**config.mk**
```make
export PLATFORM = sky130hd
export DESIGN_NAME = liap_bkt_cell
export DESIGN_NICKNAME = d
export VERILOG_FILES = /design/src/liap_pkg.sv /design/src/liap_bkt_cell.sv
export SDC_FILE = /design/constraint.sdc
export NUM_CORES = 1
export LEC_CHECK = 0
export ABC_AREA = 1
export BUFFER_PORTS_ARGS = -buffer_cell sky130_fd_sc_hd__buf_2
export CORE_MARGIN = 3
export CORE_UTILIZATION = 30
export DETAILED_ROUTE_END_ITERATION = 8
export GPL_TIMING_DRIVEN = 0
export SYNTH_ARGS = -nofsm -noshare
export SYNTH_HDL_FRONTEND = slang
export SYNTH_SLANG_ARGS = --single-unit
```
**constraint.sdc**
```tcl
create_clock -name clk -period 8.8 [get_ports clk]
set_clock_uncertainty 0.15 [all_clocks]
set_input_delay 1.32 -clock clk [delete_from_list [all_inputs] [get_ports clk]]
set_output_delay 1.32 -clock clk [all_outputs]
set_load 0.005 [all_outputs]
```
**src/liap_pkg.sv**
```systemverilog
// shared types and constants of the lifetime interval address planner
package liap_pkg;

  localparam int MAX_ALLOCS = 64;
  localparam int IDX_W      = 6;
  localparam int CNT_W      = 7;
  localparam int TIME_W     = 32;
  localparam int ADDR_W     = 38;

  // sorter cell operations
  localparam logic [1:0] SOP_HOLD  = 2'd0;
  localparam logic [1:0] SOP_LOAD  = 2'd1;
  localparam logic [1:0] SOP_DRAIN = 2'd2;

  // bucket cell operations
  localparam logic [1:0] BOP_HOLD  = 2'd0;
  localparam logic [1:0] BOP_PLACE = 2'd1;
  localparam logic [1:0] BOP_SHIFT = 2'd2;

  typedef struct packed {
    logic [TIME_W-1:0] start_time;
    logic [TIME_W-1:0] end_time;
    logic [TIME_W-1:0] size_bytes;
    logic [IDX_W-1:0]  idx;
  } rec_t;

  typedef struct packed {
    logic [TIME_W-1:0] end_time;
    logic [IDX_W-1:0]  id;
    logic [TIME_W-1:0] widest;
  } bkt_t;

  typedef struct packed {
    logic [1:0] op;
    rec_t       rec;
  } sort_ctl_t;

  typedef struct packed {
    logic [1:0]        op;
    logic              found;
    logic              pull_down;
    logic [TIME_W-1:0] start_time;
    bkt_t              nb;
  } bkt_ctl_t;

endpackage

```
**src/liap_bkt_cell.sv**
```systemverilog
// one cell of the bucket chain, kept in end-time order
module liap_bkt_cell (
  input  logic               clk,
  input  liap_pkg::bkt_ctl_t ctl,
  input  logic               valid_i,
  input  logic               ge_left,
  input  logic               ge_right,
  input  logic               le_right,
  input  liap_pkg::bkt_t     left_q,
  input  liap_pkg::bkt_t     right_q,
  output liap_pkg::bkt_t     q,
  output logic               le,
  output logic               ge
);

  liap_pkg::bkt_t q_r;

  // fits before the record starts / ends no earlier than the record
  always_comb begin
    le = valid_i && (q_r.end_time <= ctl.start_time);
    ge = !valid_i || (q_r.end_time >= ctl.nb.end_time);
  end

  // remove the chosen bucket and insert the updated one (or insert a new one if none fits); shift on layout
  always_ff @(posedge clk) begin
    case (ctl.op)
      liap_pkg::BOP_PLACE: begin
        if (!ctl.found) begin
          if (ge && !ge_left) q_r <= ctl.nb;
          else if (ge_left)   q_r <= left_q;
        end else if (ctl.pull_down) begin
          if (!ge && ge_right)                q_r <= ctl.nb;
          else if (!le_right && !ge_right)    q_r <= right_q;
        end else begin
          if (ge && !ge_left)     q_r <= ctl.nb;
          else if (ge_left && le) q_r <= left_q;
        end
      end
      liap_pkg::BOP_SHIFT: q_r <= right_q;
      default: q_r <= q_r;
    endcase
  end

  assign q = q_r;

endmodule
```
== Word-level counts from Yosys, hierarchy flattened ==
Cells that the tools add are included.
Widths: inputs -> output; s select.

* $lt $le $gt $ge: 2
* Equality and inequality tests: 5
* Multiplexer cells: 9
* Reduce and logical (&&, ||, !) cells: 13

{| class="wikitable"
|+ Operators by type and width
! operator !! number
|-
| $mux 70 || 8
|-
| $pmux 70 s2 || 1
|-
| $ge 32x32->1 || 1
|-
| $le 32x32->1 || 1
|-
| $ne 5x5->1 const B || 2
|-
| $logic_and 1x1->1 || 5
|-
| $logic_not 1->1 || 5
|-
| $ne 4x4->1 const B || 1
|-
| $reduce_and 4->1 || 1
|-
| $eq 2x1->1 const B || 1
|-
| $eq 2x2->1 const B || 1
|-
| $reduce_bool 2->1 || 1
|-
| $logic_or 1x1->1 || 1
|}

* Bits in registers: 70
* Word-level logic and storage cells: 32

== Depth between registers and ports, before layout ==
* Depth after elaboration: 8
* Gate-level depth with buffers: 20
* Depth with buffers taken out: 19

== Least setup slack after synthesis ==
Ideal clock, no wire load.

* Path type: input to register
* From: input port ctl[69] (netlist bit)
* To: register q_r, in the netlist q[0], enable pin
* Arrival: 5.667 ns
* Slack: 2.484 ns
* Cell stages on the path: 13
* Buffers on the path: 1
* Path through: inv_1 ha_1 nand2_1 nor2_1 nand4_1 a21oi_1 nor2_4 nand2_4 nand2_2 buf_2 nand4_1 nand2_1 nor2_1

* Cells in the longest elaborated chain, start to end: 6
* Elaborated cells on any way between the ends: 9
* Those cells by class: order compare (1); eq/ne (3); reduce/logical (5)

{| class="wikitable"
|+ Ends and longest elaborated chain
! element !! RTL line !! source
|-
| start: declaration || liap_bkt_cell.sv:4 || <nowiki>input liap_pkg::bkt_ctl_t ctl,</nowiki>
|-
| $ge 32x32->1 (*) || liap_bkt_cell.sv:21 || <nowiki>ge = !valid_i || (q_r.end_time >= ctl.nb.end_time);</nowiki>
|-
| $logic_or 1x1->1 (*) || liap_bkt_cell.sv:21 ||
|-
| $logic_not 1->1 || liap_bkt_cell.sv:32 || <nowiki>if (!ge && ge_right) q_r <= ctl.nb;</nowiki>
|-
| $logic_and 1x1->1 || liap_bkt_cell.sv:32 ||
|-
| $ne 5x5->1 (no source line) || -- ||
|-
| $reduce_and 4->1 (no source line) (*) || -- ||
|-
| end signal: assignment || liap_bkt_cell.sv:32 ||
|-
| end signal: assignment || liap_bkt_cell.sv:33 || <nowiki>else if (!le_right && !ge_right) q_r <= right_q;</nowiki>
|-
| end signal: assignment || liap_bkt_cell.sv:35 || <nowiki>if (ge && !ge_left) q_r <= ctl.nb;</nowiki>
|-
| end: declaration || liap_bkt_cell.sv:16 || <nowiki>liap_pkg::bkt_t q_r;</nowiki>
|}

Mark *: on every way between the ends. The rest lies on a longest branch, timed or not.
A chain may end at the register's enable or synchronous reset.

== Final worst setup path ==
* From: input port ctl[69] (netlist bit)
* To: output port ge

* Cells in the longest elaborated chain, start to end: 2

{| class="wikitable"
|+ Ends and longest elaborated chain
! element !! RTL line !! source
|-
| $ge 32x32->1 || liap_bkt_cell.sv:21 ||
|-
| $logic_or 1x1->1 || liap_bkt_cell.sv:21 ||
|-
| end: declaration || liap_bkt_cell.sv:13 || <nowiki>output logic ge</nowiki>
|}

No other way between the ends.

==> run summary <==
Gr ovfl total -> 0
CORE AREA -> 26,060 sq um
Main flop type after synthesis -> edfxtp_1
Vias -> 9,695
Finished Core Util -> 0.3984
Hold_buf cts -> 0
First drt pass iteration count -> 7
Lkg Pwr -> 6.252 nW
TritonCTS clock tree -> built
Pre-CTS WS -> 3.598 ns
First-pass GRT wire length -> 49.84 mm
Distinct cells, synth -> 25
Avg Inst Size Synth -> 6.043 sq um
Commonest cells post-synth -> nand2_1, inv_1, nand3_1
Min cycle time layout -> 4.911 ns
Worst Hold Slack -> 1.109 ns
Die area -> 28,560 sq um
Num CTS Buffers -> 9
Fmax achieved -> 203.6 MHz
Met1 Routed Length -> 13.93 mm
Vias in the first global route -> 9,286
Diode count -> 0
CP Class -> input port to primary output
# DRC -> 0
Mapped Cells -> 1,319
Post-synth EDFFs -> 70
Wire per inst -> 16.23 microns
Max cap viols -> 0
Final wirelength -> 32.35 mm
Most area-hungry cell type in the Yosys netlist -> edfxtp_1
Total track usage -> 0.2190
Met2 wire length -> 15.32 mm
Area contributors post-synth -> edfxtp_1, nand2_1, nand3_1
Antenna violations before repair -> 4
Setup bufs post-CTS -> 0
Final WS setup -> 3.889 ns
Buffers on Ports -> 321
FFs w/ async S/R, synth -> 0
Layout cells sized above 1 -> 0.2256
Fin crit share -> 0.5580
Iter 0 DRT Violations -> 570
RSZ-0062 raised after global routing -> no
Post-DP HPWL -> 24.88 mm
Rows -> 59
CP startpoint kind -> input port
I/O Pins -> 323
Cts repair resizes -> 0
Ys Warns -> 0
P&R area growth vs syn -> 30.25%
Slew HR -> 0.4958
Setup TNS -> 0 ns
CTS H-Tree Depth -> 3
Met3 wire length -> 2.567 mm
Post-Syn Nets -> 1,636
Worst EP required -> 7.33 ns
Chip Height -> 169.0 microns
Final hold vios -> 0
Starting Density -> 0.3059
Synth top area share -> 0.2637
Layout net count -> 1,970
Reg clk slew, reported paths -> 0.06 ns
Crit path arrival time -> 3.44 ns
Pwr/cell area -> 136.2 nW/um^2
Largest net degree at the start of global routing -> 31
FF+latch count, synth -> 70
Setup-failing EPs final -> 0
Max FO, Critical Path -> 10
Worst-Margin Slew -> 0.7563 ns
Crit path capture type -> primary output
Fill cell count -> 2,905
Mapped cell area -> 7970 sq um
Hold Crit Class -> input port to flop
DIE WIDTH -> 169.0 microns
Status -> finished clean
Most common cell in the netlist -> nand2_1
Peak VDD IR -> 84.40 uV
Sink Count -> 70
Sequential area share after synthesis -> 0.2637
Clock Tree Buf Depth -> 2
R2R Setup Slk -> 4.70 ns
Fin. max-slew vios -> 0
Detail Route Antenna Nets -> 0
Vias per inst -> 4.865
Power, Total -> 1.414 mW
Top Layer Used -> met5
Worst-Skew Late Latency -> 0.34 ns
Max FFs per register -> 70
Routability cong. -> 0.8638
CTS root buffer -> clkbuf_16
==> power breakdown <==
| group | switching (mW) | total [mW] | internal (mW) |
|---|---|---|---|
| combinational | 0.320 | 0.524 | 0.203 |
| clock | 0.160 | 0.436 | 0.275 |
| sequential | 0.0261 | 0.455 | 0.429 |
| total | 0.507 | 1.41 | 0.907 |
==> critical path: stages <==
cell	delay (ns)
buf_2	0.08
inv_1	0.08
ha_1	0.31
nand2_1	0.06
nor2_1	0.14
nand4_1	0.19
nor2_1	0.27
nand2_2	0.28
nand2_4	0.26
buf_2	0.28
buf_2	0.16
==> area by class of cell <==
class / instances / area, sq um / area share
repair buffers: 323 / 1647 / 0.1586
multi-input cells: 908 / 4562 / 0.4394
plain buffers: 79 / 330.3 / 0.03182
clock inverters: 7 / 112.6 / 0.01085
clock buffers: 9 / 225.2 / 0.02169
inverters: 262 / 983.4 / 0.09473
well taps: 335 / 419.2 / 0.04038
flip-flops and latches: 70 / 2102 / 0.2025
==> layout by cell type, fill, tap and decap left out, drive strengths merged, types with 2 or more instances in the layout <==
cell type	synthesis	final
clkbuf	46	55
edfxtp	70	70
o21ai	5	5
clkinv	0	2
nand2	485	485
nor2	18	18
ha	66	66
inv	262	262
a21o	2	2
clkinvlp	0	2
a21oi	29	29
bufinv	0	3
nand4	77	77
nand3	218	218
buf	33	356
o21a	3	3
==> path summary, 6_finish.rpt <==
kind	startpoint	end	cells past startpoint
min	right_q[4]	q[4]$_DFFE_PP_	3
max reg2reg	q[69]$_DFFE_PP_	q[38]$_DFFE_PP_	13
max	ctl[69]	ge	11
min reg2reg	q[61]$_DFFE_PP_	q[21]$_DFFE_PP_	10
==> stage by stage <==
step,std cells,instance area [sq um]
finish,1993,10380
global placement,1975,9996
global route,1993,10380
floorplan,1319,7970
detailed placement,1977,10040
CTS,1993,10380
==> layer usage <==
layer / up-vias / track usage
met4: 8 / 0.05187
li1: 4866 / -
met5: - / 0
met2: 401 / 0.3714
met3: 36 / 0.03830
met1: 4384 / 0.2911
==> cells by family (layout without fill, tap and decap cells) <==
kind of cell             count (synthesis)  in the layout  share of synthesized area
adder cells (fa/ha/maj)                 66             66                     0.1036
AND/OR/NAND/NOR                        800            800                     0.4388
flip-flops                              70             70                     0.2637
AO/OA/AOI/OAI                           42             42                    0.02904
buffers and inverters                  341            680                     0.1648
Power figures use the tool's default switching activity.
