<file path="src/liap_pkg.sv">
// shared types and constants of the lifetime interval address planner
package liap_pkg;

  localparam int MAX_ALLOCS = 64;
  localparam int IDX_W      = 6;
  localparam int CNT_W      = 7;
  localparam int TIME_W     = 32;
  localparam int ADDR_W     = 38;

  // sorter cell operations
  localparam logic [1:0] SOP_HOLD  = 2'd0;
  localparam logic [1:0] SOP_LOAD  = 2'd1;
  localparam logic [1:0] SOP_DRAIN = 2'd2;

  // bucket cell operations
  localparam logic [1:0] BOP_HOLD  = 2'd0;
  localparam logic [1:0] BOP_PLACE = 2'd1;
  localparam logic [1:0] BOP_SHIFT = 2'd2;

  typedef struct packed {
    logic [TIME_W-1:0] start_time;
    logic [TIME_W-1:0] end_time;
    logic [TIME_W-1:0] size_bytes;
    logic [IDX_W-1:0]  idx;
  } rec_t;

  typedef struct packed {
    logic [TIME_W-1:0] end_time;
    logic [IDX_W-1:0]  id;
    logic [TIME_W-1:0] widest;
  } bkt_t;

  typedef struct packed {
    logic [1:0] op;
    rec_t       rec;
  } sort_ctl_t;

  typedef struct packed {
    logic [1:0]        op;
    logic              found;
    logic              pull_down;
    logic [TIME_W-1:0] start_time;
    bkt_t              nb;
  } bkt_ctl_t;

endpackage

</file>
<file path="src/liap_sort_cell.sv">
// one cell of the sorted record chain
module liap_sort_cell (
  input  logic               clk,
  input  liap_pkg::sort_ctl_t ctl,
  input  logic               valid_i,
  input  logic               left_before,
  input  liap_pkg::rec_t     left_q,
  input  liap_pkg::rec_t     right_q,
  output liap_pkg::rec_t     q,
  output logic               ahead
);

  liap_pkg::rec_t q_r;

  // new record sorts ahead of the held one (empty cell always)
  always_comb begin
    ahead = !valid_i
          || (ctl.rec.end_time < q_r.end_time)
          || ((ctl.rec.end_time == q_r.end_time) && (ctl.rec.size_bytes > q_r.size_bytes));
  end

  // insert, shift right on insert, shift left on drain
  always_ff @(posedge clk) begin
    case (ctl.op)
      liap_pkg::SOP_LOAD: begin
        if (ahead && !left_before) q_r <= ctl.rec;
        else if (left_before)      q_r <= left_q;
      end
      liap_pkg::SOP_DRAIN: q_r <= right_q;
      default: q_r <= q_r;
    endcase
  end

  assign q = q_r;

endmodule

</file>
<file path="config.mk">
export PLATFORM = sky130hd
export DESIGN_NAME = liap_sort_cell
export DESIGN_NICKNAME = d
export VERILOG_FILES = /design/src/liap_pkg.sv /design/src/liap_sort_cell.sv
export SDC_FILE = /design/constraint.sdc
export NUM_CORES = 1
export LEC_CHECK = 0
export ABC_AREA = 1
export BUFFER_PORTS_ARGS = -buffer_cell sky130_fd_sc_hd__buf_2
export CORE_AREA = 2 2 159 161
export CTS_CLUSTER_DIAMETER = 50
export DETAILED_ROUTE_END_ITERATION = 10
export DIE_AREA = 0 0 161 163
export MAX_ROUTING_LAYER = met4
export PLACE_DENSITY = 0.67
export SLEW_MARGIN = 0
export SYNTH_ARGS = -nofsm -noshare
export SYNTH_HDL_FRONTEND = slang
export SYNTH_SLANG_ARGS = --single-unit
</file>
<file path="constraint.sdc">
create_clock -name clk -period 6.2 [get_ports clk]
set_input_delay 1.55 -clock clk [delete_from_list [all_inputs] [get_ports clk]]
set_output_delay 1.55 -clock clk [all_outputs]
set_load 0.01 [all_outputs]
</file>
Word-level counts from Yosys, hierarchy flattened
Index checks and enable logic that the tools add are counted.
- register bits after elaboration: 102
- input bits: 311
- output and inout bits: 103
- logic and storage cells: 21
- magnitude comparators: 2
- equality and inequality tests: 4
- mux-type cells: 3
- reduce and logical (&&, ||, !) cells: 8
- operator list (operator ; number):
    102-bit 2-to-1 mux ; 2
    102-bit case mux with 2 select lines ; 1
    32-bit == test ; 1
    32-bit > comparator ; 1
    32-bit less-than comparator ; 1
    3-bit != test (second input constant) ; 1
    2-bit by 1-bit == test with 1-bit output (second input constant) ; 1
    2-bit == test (second input constant) ; 1
    1-bit logical AND ; 2
    1-bit zero test ; 2
    1-bit logical OR ; 2
    2-bit AND reduction ; 1
    2-bit nonzero test ; 1

Logic depth before layout (Yosys ltp)
Gate-level depths: netlist of run 1.
- depth after elaboration: 6
- mapped depth: 21
- depth with buffers taken out: 19

Worst setup path after synthesis of run 1
OpenSTA, ideal clock, no wires.
- path type: in2reg
- start point: in ctl[69] (netlist name)
- end point: reg q_r, in the netlist q[0], enable pin
- library setup time: 464 ps
- arrival: 5102 ps
- required time: 5736 ps
- setup slack: 634 ps
- stages on the path: 13
- buffers on the path: 1
- cell sequence: ha_1 > nand2_1 > nor2_1 > and2_4 > nand2_4 > nor2_4 > nand3_1 > nor2_1 > nand2_1 > nand2_2 > buf_2 > o21ai_1 > nand2_1
- longest elaborated chain between the ends: 6
- elaborated cells on any way between the ends: 8
- those cells by class: order compare: 1; eq/ne: 2; reduce/logical: 5
- RTL lines (element ; RTL line ; source):
    start, declared ; liap_sort_cell.sv:4 ; input liap_pkg::sort_ctl_t ctl,
    32-bit less-than comparator / 32-bit == test (equally long branches) ; liap_sort_cell.sv:18, liap_sort_cell.sv:19 ;
    1-bit logical OR / 1-bit logical AND (equally long branches) ; liap_sort_cell.sv:18, liap_sort_cell.sv:19 ;
    1-bit logical OR (*) ; liap_sort_cell.sv:19 ; || ((ctl.rec.end_time == q_r.end_time) && (ctl.rec.size_bytes > q_r.size_bytes));
    named net ahead ; liap_sort_cell.sv:10 ; output logic ahead
    1-bit logical AND (*) ; liap_sort_cell.sv:26 ; if (ahead && !left_before) q_r <= ctl.rec;
    3-bit != test (no line) (*) ; n/a ;
    2-bit AND reduction (no line) (*) ; n/a ;
    end signal, assigned ; liap_sort_cell.sv:26 ;
    end signal, assigned ; liap_sort_cell.sv:27 ; else if (left_before) q_r <= left_q;
    end signal, assigned ; liap_sort_cell.sv:29 ; liap_pkg::SOP_DRAIN: q_r <= right_q;
    end, declared ; liap_sort_cell.sv:13 ; liap_pkg::rec_t q_r;
Mark *: on every way through the listed nets, which the timed path passes. The rest lies on a longest branch.
A chain may end at the register's enable or synchronous reset.

Worst setup path in the final report of run 1
- start point: in ctl[17] (netlist name)
- end point: out ahead
- longest elaborated chain between the ends: 3
- RTL lines (element ; RTL line):
    32-bit > comparator ; liap_sort_cell.sv:19
    1-bit logical AND ; liap_sort_cell.sv:19
    1-bit logical OR ; liap_sort_cell.sv:19
    end, declared ; liap_sort_cell.sv:10
No other way between the ends.

==> impl_metrics.sql, run 1 <==
INSERT INTO impl_metrics (metric_group, metric, value, unit) VALUES
('clock_tree', 'clk_root_buffer_cell', 'sky130_fd_sc_hd__clkbuf_16', ''),
('pwr', 'cellPowerDensity', '186', 'nW/um2'),
('status', 'outcome', 'complete, no violations', ''),
('critical_path', 'critical_path_capture_point_type', 'output pin', ''),
('logic_synthesis', 'post_synth_num_cell_types', '30', ''),
('detailed_routing', 'wl_met3', '1830', 'um'),
('floorplan', 'die_w', '161', 'um'),
('floorplan', 'start_util', '37.8', '%'),
('layout', 'finalInstanceArea', '11700', 'um2'),
('sta', 'final-max-slew-violation-count', '0', ''),
('sta', 'worst_slew_pin_slew', '0.942', 'ns'),
('worst_hold_path', 'min_delay_path_depth', '3', ''),
('worst_hold_path', 'hold_path.class', 'input port to register', ''),
('logic_synthesis', 'mapped_avg_cell_area', '7.97', 'um2'),
('detailed_routing', 'routed_wl', '27800', 'um'),
('worst_hold_path', 'hp-start', 'right_q[100]', ''),
('critical_path', 'timing.critical_path.arrival', '3.43', 'ns'),
('sta', 'max_freq', '0.201', 'GHz'),
('detailed_routing', 'detail_route.iter0.violations', '494', ''),
('floorplan', 'design.die.area', '26200', 'um2'),
('detailed_routing', 'routed_wire_length_per_instance', '14.7', 'um'),
('detailed_routing', 'drt-pass1-iter-count', '5', ''),
('detailed_routing', 'viasPerCell', '4.59', ''),
('placement', 'place_congestion', '0.866', ''),
('clock_tree', 'cts_inserted_buffers', '9', ''),
('critical_path', 'worst_setup_path_startpoint', 'ctl[17]', ''),
('logic_synthesis', 'synth_area_leader_cell', 'sky130_fd_sc_hd__edfxtp_1', ''),
('critical_path', 'worst_path_most_repeated_cell', 'sky130_fd_sc_hd__nand2_1', ''),
('logic_synthesis', 'synth_enable_flop_cells', '102', ''),
('detailed_routing', 'antenna_left', '0', ''),
('pwr', 'internal_power', '0.00142', 'W'),
('global_routing', 'global_route_wire_length_before_repair', '42100', 'um'),
('critical_path', 'reg2reg_setup_slack', '2.70', 'ns'),
('clock_tree', 'cts_setup_buffers', '0', ''),
('logic_synthesis', 'postSynth.topFlopCell', 'sky130_fd_sc_hd__edfxtp_1', ''),
('critical_path', 'critPathMaxFanout', '34', ''),
('layout', 'final_nets', '1924', ''),
('logic_synthesis', 'yosys.area.top_type_share', '32.8', '%'),
('logic_synthesis', 'syn-instance-count', '1170', ''),
('pwr', 'share_seq_of_total_power', '40.5', '%'),
('sta', 'setup_violations', '0', ''),
('critical_path', 'worst-path-buf-inv', '2', ''),
('pwr', 'share_comb_of_total_power', '34.0', '%'),
('detailed_routing', 'top_layer_used', 'met4', ''),
('pwr', 'power_switching', '0.000756', 'W'),
('flow_run', 'drv_cap', '0', ''),
('critical_path', 'critical_path.startpoint_type', 'input port', ''),
('global_routing', 'remaining_overflow_grt', '0', ''),
('sta', 'hold_violations', '0', ''),
('detailed_routing', 'vias_after_detailed_routing', '8665', ''),
('placement', 'place_area', '11400', 'um2'),
('floorplan', 'floorplan.die.height', '163', 'um'),
('layout', 'ff_latch_area', '3060', 'um2'),
('sta', 'post-route-min-period', '4.98', 'ns'),
('floorplan', 'io_pins', '414', ''),
('pwr', 'clockPowerShare', '25.5', '%'),
('critical_path', 'r2r_cells', '14', ''),
('sta', 'period_share', '80.4', '%'),
('critical_path', 'timing.rr.end', 'q[38]', ''),
('placement', 'detailed_place_hpwl', '21000', 'um'),
('pwr', 'vdd.ir_drop.worst', '142', 'uV'),
('placement', 'numPortBuffers', '413', ''),
('logic_synthesis', 'postSynthNetCount', '1545', ''),
('logic_synthesis', 'ys_async_sr_fraction', '0', '%'),
('detailed_routing', 'route.met2.wl', '13500', 'um'),
('logic_synthesis', 'seq_area_frac_synth', '32.8', '%'),
('critical_path', 'cp_cell_sequence', 'buf_2 > ha_1 > nand4_1 > nor3_1 > nand2_1 > nand2_1 > nand2_1 > nand2_1 > nand2_1 > nand2_4 > buf_2', ''),
('global_routing', 'grt_antenna_before_repair', '4', ''),
('sta', 'rsz0062_at_grt', 'false', ''),
('detailed_routing', 'detail_route.drc_violations', '0', ''),
('logic_synthesis', 'synth_area', '9330', 'um2');
[power by group through the flow]
stage	clock network [W]	registers, W	logic [W]
after global placement	0	0.000895	0.000732
after global routing	0.000598	0.000889	0.000828
after detailed placement	0	0.000897	0.000744
after floorplan	0	0.000935	0.000456
after CTS	0.000575	0.000882	0.000747
final	0.000554	0.000882	0.000739
[cell families after synthesis]
family                     count (synthesis)  share of synthesized area (%)
DFF                                      102                           32.8
and+or+nand+nor                          626                           39.0
AOI/OAI and AO/OA                         35                           2.01
buffers and inverters                    343                           17.6
adders and majority gates                 64                           8.58
[layer usage]
metal | global-route usage (%) | vias up
met5 | - | -
met4 | 9.13 | 0
met3 | 3.21 | 56
met2 | 34.9 | 364
met1 | 25.5 | 3882
li1 | - | 4363
[cell type report]
type                    count  share of cell area (%)
clock buffers               9                    1.93
inverters                 288                    9.29
diodes                      4                  0.0858
repair buffers            423                    18.6
flip-flops and latches    102                    26.3
well taps                 330                    3.54
multi-input cells         725                    39.9
clock inverters             7                   0.408
[worst reg2reg max path, stage by stage (launching register included)]
cell,delay [ns]
sky130_fd_sc_hd__edfxtp_1,0.37
sky130_fd_sc_hd__inv_1,0.05
sky130_fd_sc_hd__ha_1,0.29
sky130_fd_sc_hd__nand2_1,0.07
sky130_fd_sc_hd__nor2_1,0.15
sky130_fd_sc_hd__nand4_1,0.20
sky130_fd_sc_hd__nor2_4,0.16
sky130_fd_sc_hd__nand3_1,0.08
sky130_fd_sc_hd__nor2_1,0.10
sky130_fd_sc_hd__nand2_1,0.09
sky130_fd_sc_hd__nand2_4,0.36
sky130_fd_sc_hd__buf_4,0.75
sky130_fd_sc_hd__nand3_1,0.33
sky130_fd_sc_hd__nand3_2,0.15
sky130_fd_sc_hd__nand2_1,0.10
[cell usage in the layout, fill, tap and decap left out]
master / instances
sky130_fd_sc_hd__diode_2: 4
sky130_fd_sc_hd__nand2_1: 294
sky130_fd_sc_hd__inv_6: 3
sky130_fd_sc_hd__nand3_1: 129
sky130_fd_sc_hd__nand2_8: 1
sky130_fd_sc_hd__inv_1: 280
sky130_fd_sc_hd__nand2_2: 15
sky130_fd_sc_hd__clkinv_4: 1
sky130_fd_sc_hd__and3b_1: 1
sky130_fd_sc_hd__inv_2: 5
sky130_fd_sc_hd__buf_4: 8
sky130_fd_sc_hd__a21oi_1: 25
sky130_fd_sc_hd__o21a_1: 2
sky130_fd_sc_hd__clkinv_1: 3
sky130_fd_sc_hd__nand3_2: 78
sky130_fd_sc_hd__and2_4: 1
sky130_fd_sc_hd__a21o_1: 3
sky130_fd_sc_hd__nor2_4: 3
sky130_fd_sc_hd__clkbuf_16: 9
sky130_fd_sc_hd__buf_2: 413
sky130_fd_sc_hd__nand2_4: 76
sky130_fd_sc_hd__buf_12: 2
sky130_fd_sc_hd__o21ai_0: 3
sky130_fd_sc_hd__nor3_1: 1
sky130_fd_sc_hd__ha_1: 64
sky130_fd_sc_hd__nor2_1: 23
sky130_fd_sc_hd__nand4_1: 4
sky130_fd_sc_hd__edfxtp_1: 102
sky130_fd_sc_hd__o21ai_1: 2
sky130_fd_sc_hd__clkinv_2: 3
[synthesized netlist by cell type (2+ instances only)]
cell,n
sky130_fd_sc_hd__ha_1,64
sky130_fd_sc_hd__buf_2,12
sky130_fd_sc_hd__o21a_1,2
sky130_fd_sc_hd__buf_12,9
sky130_fd_sc_hd__clkbuf_8,5
sky130_fd_sc_hd__nand3_1,129
sky130_fd_sc_hd__a21oi_1,25
sky130_fd_sc_hd__nor2_4,3
sky130_fd_sc_hd__nand2_2,16
sky130_fd_sc_hd__nand4_1,4
sky130_fd_sc_hd__nor2_1,23
sky130_fd_sc_hd__buf_4,4
sky130_fd_sc_hd__inv_1,282
sky130_fd_sc_hd__inv_2,5
sky130_fd_sc_hd__edfxtp_1,102
sky130_fd_sc_hd__nand3_2,78
sky130_fd_sc_hd__nand2_1,296
sky130_fd_sc_hd__clkbuf_1,4
sky130_fd_sc_hd__clkbuf_4,2
sky130_fd_sc_hd__nand2_4,74
sky130_fd_sc_hd__o21ai_0,3
sky130_fd_sc_hd__a21o_1,3
sky130_fd_sc_hd__o21ai_1,2
sky130_fd_sc_hd__dlygate4sd3_1,15
sky130_fd_sc_hd__buf_6,3
[metrics by stage]
stage	power (W)	util [%]	worst slack, ns	hold WS, ns	cells
after floorplan	0.00139	-	0.634	1.36	1170
after global placement	0.00163	46.1	1.19	1.60	1868
after detailed placement	0.00164	46.1	1.20	1.59	1868
after CTS	0.00220	47.2	1.19	1.44	1884
after global routing	0.00231	47.3	1.03	1.45	1888
final	0.00218	47.3	1.22	1.46	1888
[worst max-delay path by stage]
stage | endpoint | depth (start not counted)
finish | ahead | 11
global route | ahead | 11
CTS | ahead | 11
detailed placement | ahead | 11
global placement | ahead | 11
floorplan | q[0] | 13
Power figures use the tool's default switching activity.
==> inputs of run 2 (changes only) <==
==> constraint.sdc (replaced) <==
create_clock -name clk -period 4.78 [get_ports clk]
set_input_delay 1.195 -clock clk [delete_from_list [all_inputs] [get_ports clk]]
set_output_delay 1.195 -clock clk [all_outputs]
set_load 0.01 [all_outputs]
==> run 2 against run 1 <==
Against the previous run: hold slack worse by 0.36 ns; combinational power rose by 32%; sequential cell count is the same; largest cell class unchanged; critical path type unchanged; design area rose by 0.50%; clock skew grew 0.0059 ns; die area unchanged; clock power is 29% higher.
==> impl_metrics.sql, run 2 (synthesized netlist as in run 1, its figures left out) <==
INSERT INTO impl_metrics (metric_group, metric, value, unit) VALUES
('sta', 'hold_violations', '0', ''),
('floorplan', 'floorplan.die.height', '163', 'um'),
('clock_tree', 'cts_max_path_buffers', '2', ''),
('placement', 'numPortBuffers', '413', ''),
('critical_path', 'timing.setup.critical_path_class', 'input port to output pin', ''),
('layout', 'multiInputGateArea', '4660', 'um2'),
('global_routing', 'grt_antenna_before_repair', '0', ''),
('layout', 'area.growth.synth_to_final', '25.7', '%'),
('flow_run', 'drv_cap', '0', ''),
('detailed_routing', 'detail_route.drc_violations', '0', ''),
('clock_tree', 'h-tree-depth', '3', ''),
('critical_path', 'critical_path.slowest_cell', 'sky130_fd_sc_hd__ha_1', ''),
('critical_path', 'critical_path.startpoint_type', 'input port', ''),
('pwr', 'vdd.ir_drop.worst', '116', 'uV'),
('layout', 'final_nets', '1929', ''),
('layout', 'layout_commonest_cell', 'sky130_fd_sc_hd__buf_2', ''),
('floorplan', 'rows', '58', ''),
('layout', 'antenna_cells_inserted', '0', ''),
('global_routing', 'groute.layer.met3.usage', '3.62', '%'),
('floorplan', 'placeableCoreArea', '24700', 'um2'),
('detailed_routing', 'routed_wire_length_per_instance', '15.0', 'um'),
('pwr', 'total_leakage_power', '7.02', 'nW'),
('floorplan', 'io_pins', '414', ''),
('detailed_routing', 'drt-pass1-iter-count', '5', ''),
('global_routing', 'grt.met1_usage', '26.2', '%'),
('critical_path', 'cp_cell_sequence', 'buf_2 > ha_1 > nand2_1 > nor2_1 > nand4_1 > nor2_4 > nand3_1 > nor2_1 > nand2_1 > nand2_4 > buf_2', ''),
('global_routing', 'vias_in_the_first_global_route', '8375', ''),
('sta', 'worst_slew_pin_slew', '1.04', 'ns'),
('critical_path', 'crit_required', '3.59', 'ns'),
('layout', 'max_ffs_per_register', '102', ''),
('clock_tree', 'clock_insertion_delay_worst_skew', '0.36', 'ns'),
('floorplan', 'design.die.area', '26200', 'um2'),
('global_routing', 'global_route_wire_length_before_repair', '42900', 'um'),
('clock_tree', 'clk_root_buffer_cell', 'sky130_fd_sc_hd__clkbuf_16', ''),
('layout', 'num-fill-cells', '2483', ''),
('critical_path', 'reg2reg_setup_slack', '1.76', 'ns'),
('sta', 'rsz0062_at_grt', 'false', ''),
('critical_path', 'critical-path-max-stage-delay', '0.29', 'ns'),
('placement', 'placement.setup.worst_slack', '0.699', 'ns'),
('pwr', 'cellPowerDensity', '242', 'nW/um2'),
('clock_tree', 'clock_pin_slew_reported_for_the_worst_setup_and_hold_paths_after_clock_tree_synthesis', '0.08', 'ns'),
('clock_tree', 'clock_sinks', '102', ''),
('sta', 'timing.hold.ws', '1.10', 'ns'),
('critical_path', 'critical_path_capture_point_type', 'output pin', ''),
('global_routing', 'grt_util_met2', '36.2', '%'),
('critical_path', 'worst_r2r_startpoint', 'q[53]', ''),
('detailed_routing', 'viasPerCell', '4.59', ''),
('sta', 'period_share', '85.0', '%'),
('worst_hold_path', 'hold_path.class', 'input port to register', ''),
('worst_hold_path', 'worstHoldEndpoint', 'q[28]', ''),
('detailed_routing', 'detail_route.iter0.violations', '463', ''),
('worst_hold_path', 'min_delay_path_depth', '3', ''),
('sta', 'clock-skew-final', '0.0174', 'ns'),
('clock_tree', 'cts_resized', '0', ''),
('clock_tree', 'cts_inserted_buffers', '9', ''),
('global_routing', 'grt_max_degree', '62', ''),
('sta', 'max-slew-margin-rel', '30.5', '%'),
('critical_path', 'critPathMaxFanout', '6', ''),
('sta', 'post-route-min-period', '4.06', 'ns'),
('layout', 'drive_above_1_share', '39.9', '%'),
('detailed_routing', 'antenna_left', '0', ''),
('critical_path', 'worst_path_dominant_cell_family', 'simple AND/OR/NAND/NOR gates', ''),
('worst_hold_path', 'hp-start', 'right_q[28]', ''),
('critical_path', 'timing.critical_path.arrival', '2.87', 'ns'),
('critical_path', 'r2r_cells', '14', ''),
('sta', 'total_negative_setup_slacks', '0', 'ns'),
('sta', 'setup_violations', '0', ''),
('floorplan', 'start_util', '37.8', '%'),
('clock_tree', 'cts_tree', 'yes', ''),
('critical_path', 'timing.rr.end', 'q[2]', ''),
('sta', 'max_freq', '0.246', 'GHz'),
('clock_tree', 'cts_setup_buffers', '0', ''),
('detailed_routing', 'vias_after_detailed_routing', '8673', ''),
('detailed_routing', 'routed_wl', '28300', 'um'),
('global_routing', 'remaining_overflow_grt', '0', ''),
('critical_path', 'worst-path-buf-inv', '2', ''),
('status', 'outcome', 'complete, no violations', ''),
('clock_tree', 'ctsHoldBuffers', '0', ''),
('sta', 'postLayoutSetupSlackWorst', '0.718', 'ns'),
('global_routing', 'layer_with_the_highest_usage_after_global_routing', 'met2', ''),
('layout', 'layout_common_cells', '413 x sky130_fd_sc_hd__buf_2, 294 x sky130_fd_sc_hd__nand2_1, 280 x sky130_fd_sc_hd__inv_1', ''),
('sta', 'final-max-slew-violation-count', '0', ''),
('layout', 'ff_latch_area', '3060', 'um2'),
('placement', 'detailed_place_hpwl', '21600', 'um'),
('floorplan', 'die_w', '161', 'um'),
('global_routing', 'groute.usage.overall', '21.4', '%'),
('placement', 'place_congestion', '0.922', '');
-- run 2: changes by cell type in the layout (fill, tap and decap cells not counted), sizes merged --
cell      before  now
clkbuf         9   11
clkinv         7    2
clkinvlp       0    2
buf          423  428
diode          4    0
-- run 2: worst max-delay path by stage --
stage | startpoint | end | slack (ns) | depth (start not counted)
after global routing | ctl[53] | ahead | 0.59 | 11
after floorplan | ctl[69] | q[0] | 0.56 | 13
after CTS | ctl[53] | ahead | 0.69 | 11
final | ctl[53] | ahead | 0.72 | 11
after detailed placement | ctl[53] | ahead | 0.70 | 11
after global placement | ctl[53] | ahead | 0.77 | 11
-- run 2: worst register-to-register path: stages (launching register included) --
cell	delay (ns)
sky130_fd_sc_hd__edfxtp_1	0.37
sky130_fd_sc_hd__inv_1	0.05
sky130_fd_sc_hd__ha_1	0.28
sky130_fd_sc_hd__nand2_1	0.07
sky130_fd_sc_hd__nor2_1	0.17
sky130_fd_sc_hd__nand4_1	0.22
sky130_fd_sc_hd__nor2_4	0.18
sky130_fd_sc_hd__nand3_1	0.11
sky130_fd_sc_hd__nor2_1	0.11
sky130_fd_sc_hd__nand2_1	0.09
sky130_fd_sc_hd__nand2_4	0.16
sky130_fd_sc_hd__buf_4	0.49
sky130_fd_sc_hd__nand3_1	0.20
sky130_fd_sc_hd__nand3_1	0.12
sky130_fd_sc_hd__nand2_1	0.10
-- run 2: stage by stage --
| stage | cells | util, % | power (W) | cell area (um2) |
|---|---|---|---|---|
| floorplan | 1170 | - | 0.00180 | 9330 |
| global placement | 1873 | 46.4 | 0.00212 | 11500 |
| detailed placement | 1873 | 46.4 | 0.00214 | 11500 |
| CTS | 1888 | 47.5 | 0.00287 | 11700 |
| global route | 1888 | 47.5 | 0.00301 | 11700 |
| finish | 1888 | 47.5 | 0.00283 | 11700 |
-- run 2: cell type report --
class | count | area share, %
Timing Repair Buffer | 428 | 19.1
Multi-Input combinational cell | 725 | 39.7
Sequential cell | 102 | 26.1
Clock inverter | 4 | 0.277
Inverter | 288 | 9.25
Tap cell | 330 | 3.52
Clock buffer | 11 | 1.99
-- run 2: where the power goes --
part           leakage, nW  switching, W  internal (W)
Clock                0.123      0.000357      0.000356
Sequential           0.986     0.0000377       0.00111
Combinational         5.92      0.000587      0.000387
-- run 2: per-layer routing --
layer / vias up / wire length [um]
met3: 48 / 1720
met1: 3922 / 12000
met5: - / 0
met4: 0 / 783
met2: 330 / 13900
li1: 4373 / -
